## src/hw/rtl/lsd_radix_string_sort_macros.svh

```systemverilog
// Assertion helpers for the radix sorter.
// Both sample on clk and stay quiet while rst_n is low.
`ifndef LSD_RADIX_STRING_SORT_MACROS_SVH
`define LSD_RADIX_STRING_SORT_MACROS_SVH

// Same-cycle implication.
`define LSS_ASSERT_NOW(label, ante, cons) \
    label: assert property (@(posedge clk) disable iff (!rst_n) (ante) |-> (cons)) \
        else $error("lss: same-cycle check failed");

// Next-cycle implication.
`define LSS_ASSERT_NEXT(label, ante, cons) \
    label: assert property (@(posedge clk) disable iff (!rst_n) (ante) |=> (cons)) \
        else $error("lss: next-cycle check failed");

`endif

```

## src/hw/rtl/lss_ram.sv

```systemverilog
module lss_ram #(
    parameter int WIDTH = 8,
    parameter int DEPTH = 64
) (
    input  logic                     clk,
    input  logic                     we,
    input  logic [$clog2(DEPTH)-1:0] waddr,
    input  logic [WIDTH-1:0]         wdata,
    input  logic [$clog2(DEPTH)-1:0] raddr,
    output logic [WIDTH-1:0]         rdata
);

    logic [WIDTH-1:0] mem [DEPTH];

    always_ff @(posedge clk)
    begin
        if (we)
        begin
            mem[waddr] <= wdata;
        end
        rdata <= mem[raddr];
    end

endmodule

```

## config.mk

```make
export PLATFORM = sky130hd
export DESIGN_NAME = lss_ram
export DESIGN_NICKNAME = d
export VERILOG_FILES = /design/src/hw/rtl/lsd_radix_string_sort_macros.svh /design/src/hw/rtl/lss_ram.sv
export SDC_FILE = /design/constraint.sdc
export NUM_CORES = 1
export LEC_CHECK = 0
export ABC_AREA = 1
export BUFFER_PORTS_ARGS = -buffer_cell sky130_fd_sc_hd__buf_2
export CAP_MARGIN = 20
export CORE_UTILIZATION = 60
export CTS_CLUSTER_SIZE = 10
export DETAILED_ROUTE_END_ITERATION = 7
export PLACE_DENSITY = 0.88
export SYNTH_ARGS = -nofsm -noshare
export SYNTH_HDL_FRONTEND = slang
export SYNTH_SLANG_ARGS = --single-unit
```

## constraint.sdc

```tcl
create_clock -name clk -period 5.3 [get_ports clk]
set_clock_uncertainty 0.1 [all_clocks]
set_input_delay 0.265 -clock clk [delete_from_list [all_inputs] [get_ports clk]]
set_output_delay 0.265 -clock clk [all_outputs]
set_load 0.02 [all_outputs]
```

==> impl_metrics.json <==
{
  "outcome": "finished clean",
  "dp_hpwl_um": 28300,
  "initial_core_util": 0.613,
  "timing_worst_setup_path_type": "in -> reg",
  "route.met3.wl_um": 6780,
  "die-area_mm2": 0.0363,
  "totalWireLength_um": 53300,
  "drt-pass1-iter-count": 7,
  "worst_setup_path_startpoint": "raddr[0]",
  "cp_data_required_time_ns": 5.71,
  "number_of_antenna_violations_at_the_first_check_in_global_routing": 2,
  "layout.cells.most_common": "sky130_fd_sc_hd__nand2_1",
  "viasPerCell": 6.48,
  "syn_avg_cell_area_um2": 11.8,
  "grt_start_max_net_pins": 151,
  "total_gr_overflow": 0,
  "critical_path_arrival_ns": 3.30,
  "clk_root_buffer_cell": "sky130_fd_sc_hd__clkbuf_16",
  "die-height_um": 191,
  "synth_cells": 1805,
  "worst_hold_slack_ns": 0.174,
  "pleak_nw": 8.26,
  "netlist_area_mm2": 0.0213,
  "detail_route.drc_violations": 0,
  "met1_length_um": 18200,
  "core_mm2": 0.0348,
  "achievable-frequency_mhz": 346,
  "final.period_utilization": 0.545,
  "critPathLaunchType": "input pin",
  "route.vias.total": 14800,
  "grt_first_pass_wirelength_um": 80600,
  "ctsHtreeMaxLevel": 2,
  "post_route_cells_drive_above_1_share": 0.0639,
  "clockBufferDepth": 3,
  "yosysWarnings": 0,
  "tritoncts": "yes",
  "setup_tns_ns": 0,
  "hold_viol_final": 0,
  "areaGrowthSynthToFinish_pct": 8.04,
  "worstReg2RegEnd": "rdata[6]$_DFF_P_",
  "track_usage": 0.298,
  "cts.clk_slew.worst_paths_ns": 0.06,
  "rsz0062_at_grt": "no",
  "finish.net_count": 1828,
  "min_path_cells": 2,
  "dr_wl_met2_um": 25200,
  "crit_path_end_kind": "flip-flop",
  "period_minus_slack_ns": 2.89,
  "place.gp.congestion": 0.902,
  "vdd_drop_max_mv": 0.256,
  "worstSetupEndpoint": "rdata[0]$_DFF_P_",
  "initial_drc_count": 2620,
  "syn-num-nets": 1827,
  "drv_cap": 0,
  "clock_latency_ns": 0.57,
  "cts_hold_buf": 1,
  "port_buffers": 29,
  "cts_setup_buffers": 0,
  "r2r_setup_slack_ns": 3.67,
  "cts.sink_count": 520,
  "crit_fanout": 150,
  "die_width_um": 191,
  "layout.cells.most_common_list": "sky130_fd_sc_hd__nand2_1 (648), sky130_fd_sc_hd__edfxtp_1 (512), sky130_fd_sc_hd__nand3_1 (439)",
  "cts-resized-gates": 0,
  "pwr_density_cell_mw_per_mm2": 372,
  "drv_slew": 0,
  "number_of_cts_inserted_buffers": 57,
  "postSynthRegisterBits": 520,
  "top_layer_used": "met4",
  "floorplan.rows": 68,
  "finalSetupViolations": 0,
  "drtAntennaViolNets": 0,
  "io_pins": 30,
  "route.detailed.wl_per_inst_um": 23.3,
  "worst_r2r_path_depth": 8,
  "rr_startpoint": "mem[21][6]$_DFFE_PP_",
  "synth.distinct_cells": 16,
  "synth_seq_area_share": 0.728,
  "max_slew.worst_pin.slew_ns": 1.14,
  "hold_class": "in -> reg",
  "worst_slew_margin_rel": 0.240,
  "grt_pass1_vias": 14500
}
[per-layer routing]
layer,vias up,GRT usage
li1,6335,-
met5,-,0
met4,0,0.164
met2,1218,0.476
met1,7002,0.382
met3,267,0.0637
[cells in the mapped netlist (all sizes together)]
cell type  count  area, um2
nand4          9       56.3
edfxtp       512      15400
nor4           8       50.1
inv           12       50.1
clkbuf        15       56.3
dfxtp          8        160
nand2        648       2430
nand3        439       2200
buf           98        752
nor2          56        210
[flip-flops by register name, indices dropped and copies added (netlist names)]
name and cells:
rdata 8, mem 512
[where the power goes]
group / switching (W) / leakage [nW] / total (W) / internal, W
Clock: 0.00146 / 0.760 / 0.00346 / 0.00200
Combinational: 0.000414 / 2.83 / 0.000537 / 0.000122
Sequential: 0.0000134 / 4.67 / 0.00457 / 0.00456
Total: 0.00189 / 8.26 / 0.00857 / 0.00668
[how the worst min path moves through the flow]
stage              from                    to  slack (ns)
2_1_floorplan  wdata[0]   mem[0][0]$_DFFE_PP_        0.26
3_3_place_gp   raddr[5]      rdata[4]$_DFF_P_        0.56
3_5_place_dp   raddr[5]      rdata[2]$_DFF_P_        0.57
4_1_cts        waddr[1]  mem[53][4]$_DFFE_PP_        0.13
5_1_grt        waddr[1]  mem[53][4]$_DFFE_PP_        0.16
6_report       waddr[1]  mem[53][5]$_DFFE_PP_        0.17
[layout make-up]
type                            count  area [um2]
Antenna cell                        2        5.00
Clock buffer                       83        1570
Clock inverter                      1        8.76
Fill cell                        2208       11700
Inverter                           12        52.6
Multi-Input combinational cell   1160        4950
Sequential cell                   520       15500
Tap cell                          455         569
Timing Repair Buffer               55         372
[critical path: stages]
cell	delay, ns
sky130_fd_sc_hd__buf_6	0.35
sky130_fd_sc_hd__inv_6	0.93
sky130_fd_sc_hd__buf_4	0.67
sky130_fd_sc_hd__nand2_1	0.11
sky130_fd_sc_hd__nand3_1	0.11
sky130_fd_sc_hd__nand3_1	0.12
sky130_fd_sc_hd__nand2_1	0.13
sky130_fd_sc_hd__nand2_1	0.06
sky130_fd_sc_hd__nand3_1	0.14
sky130_fd_sc_hd__nand3_1	0.18
sky130_fd_sc_hd__nand2_1	0.14
[kinds of logic (layout without fill, tap and decap cells)]
logic type    count (synthesis)  in the layout  synth area share
other cells                   0              2                 0
buf+inv                     125            151            0.0402
simple gates               1160           1160             0.232
flops                       520            520             0.728
[through the flow]
| stage | utilization | worst slack (ns) | area (um2) | cells | power, W |
|---|---|---|---|---|---|
| 2_1_floorplan | - | 3.17 | 21300 | 1805 | 0.00498 |
| 3_3_place_gp | 0.616 | 2.04 | 21400 | 2199 | 0.00514 |
| 3_5_place_dp | 0.616 | 1.99 | 21400 | 2200 | 0.00515 |
| 4_1_cts | 0.662 | 2.54 | 23000 | 2285 | 0.00854 |
| 5_1_grt | 0.663 | 2.30 | 23100 | 2288 | 0.00874 |
| 6_report | 0.663 | 2.41 | 23100 | 2288 | 0.00857 |
Power figures use the tool's default switching activity.
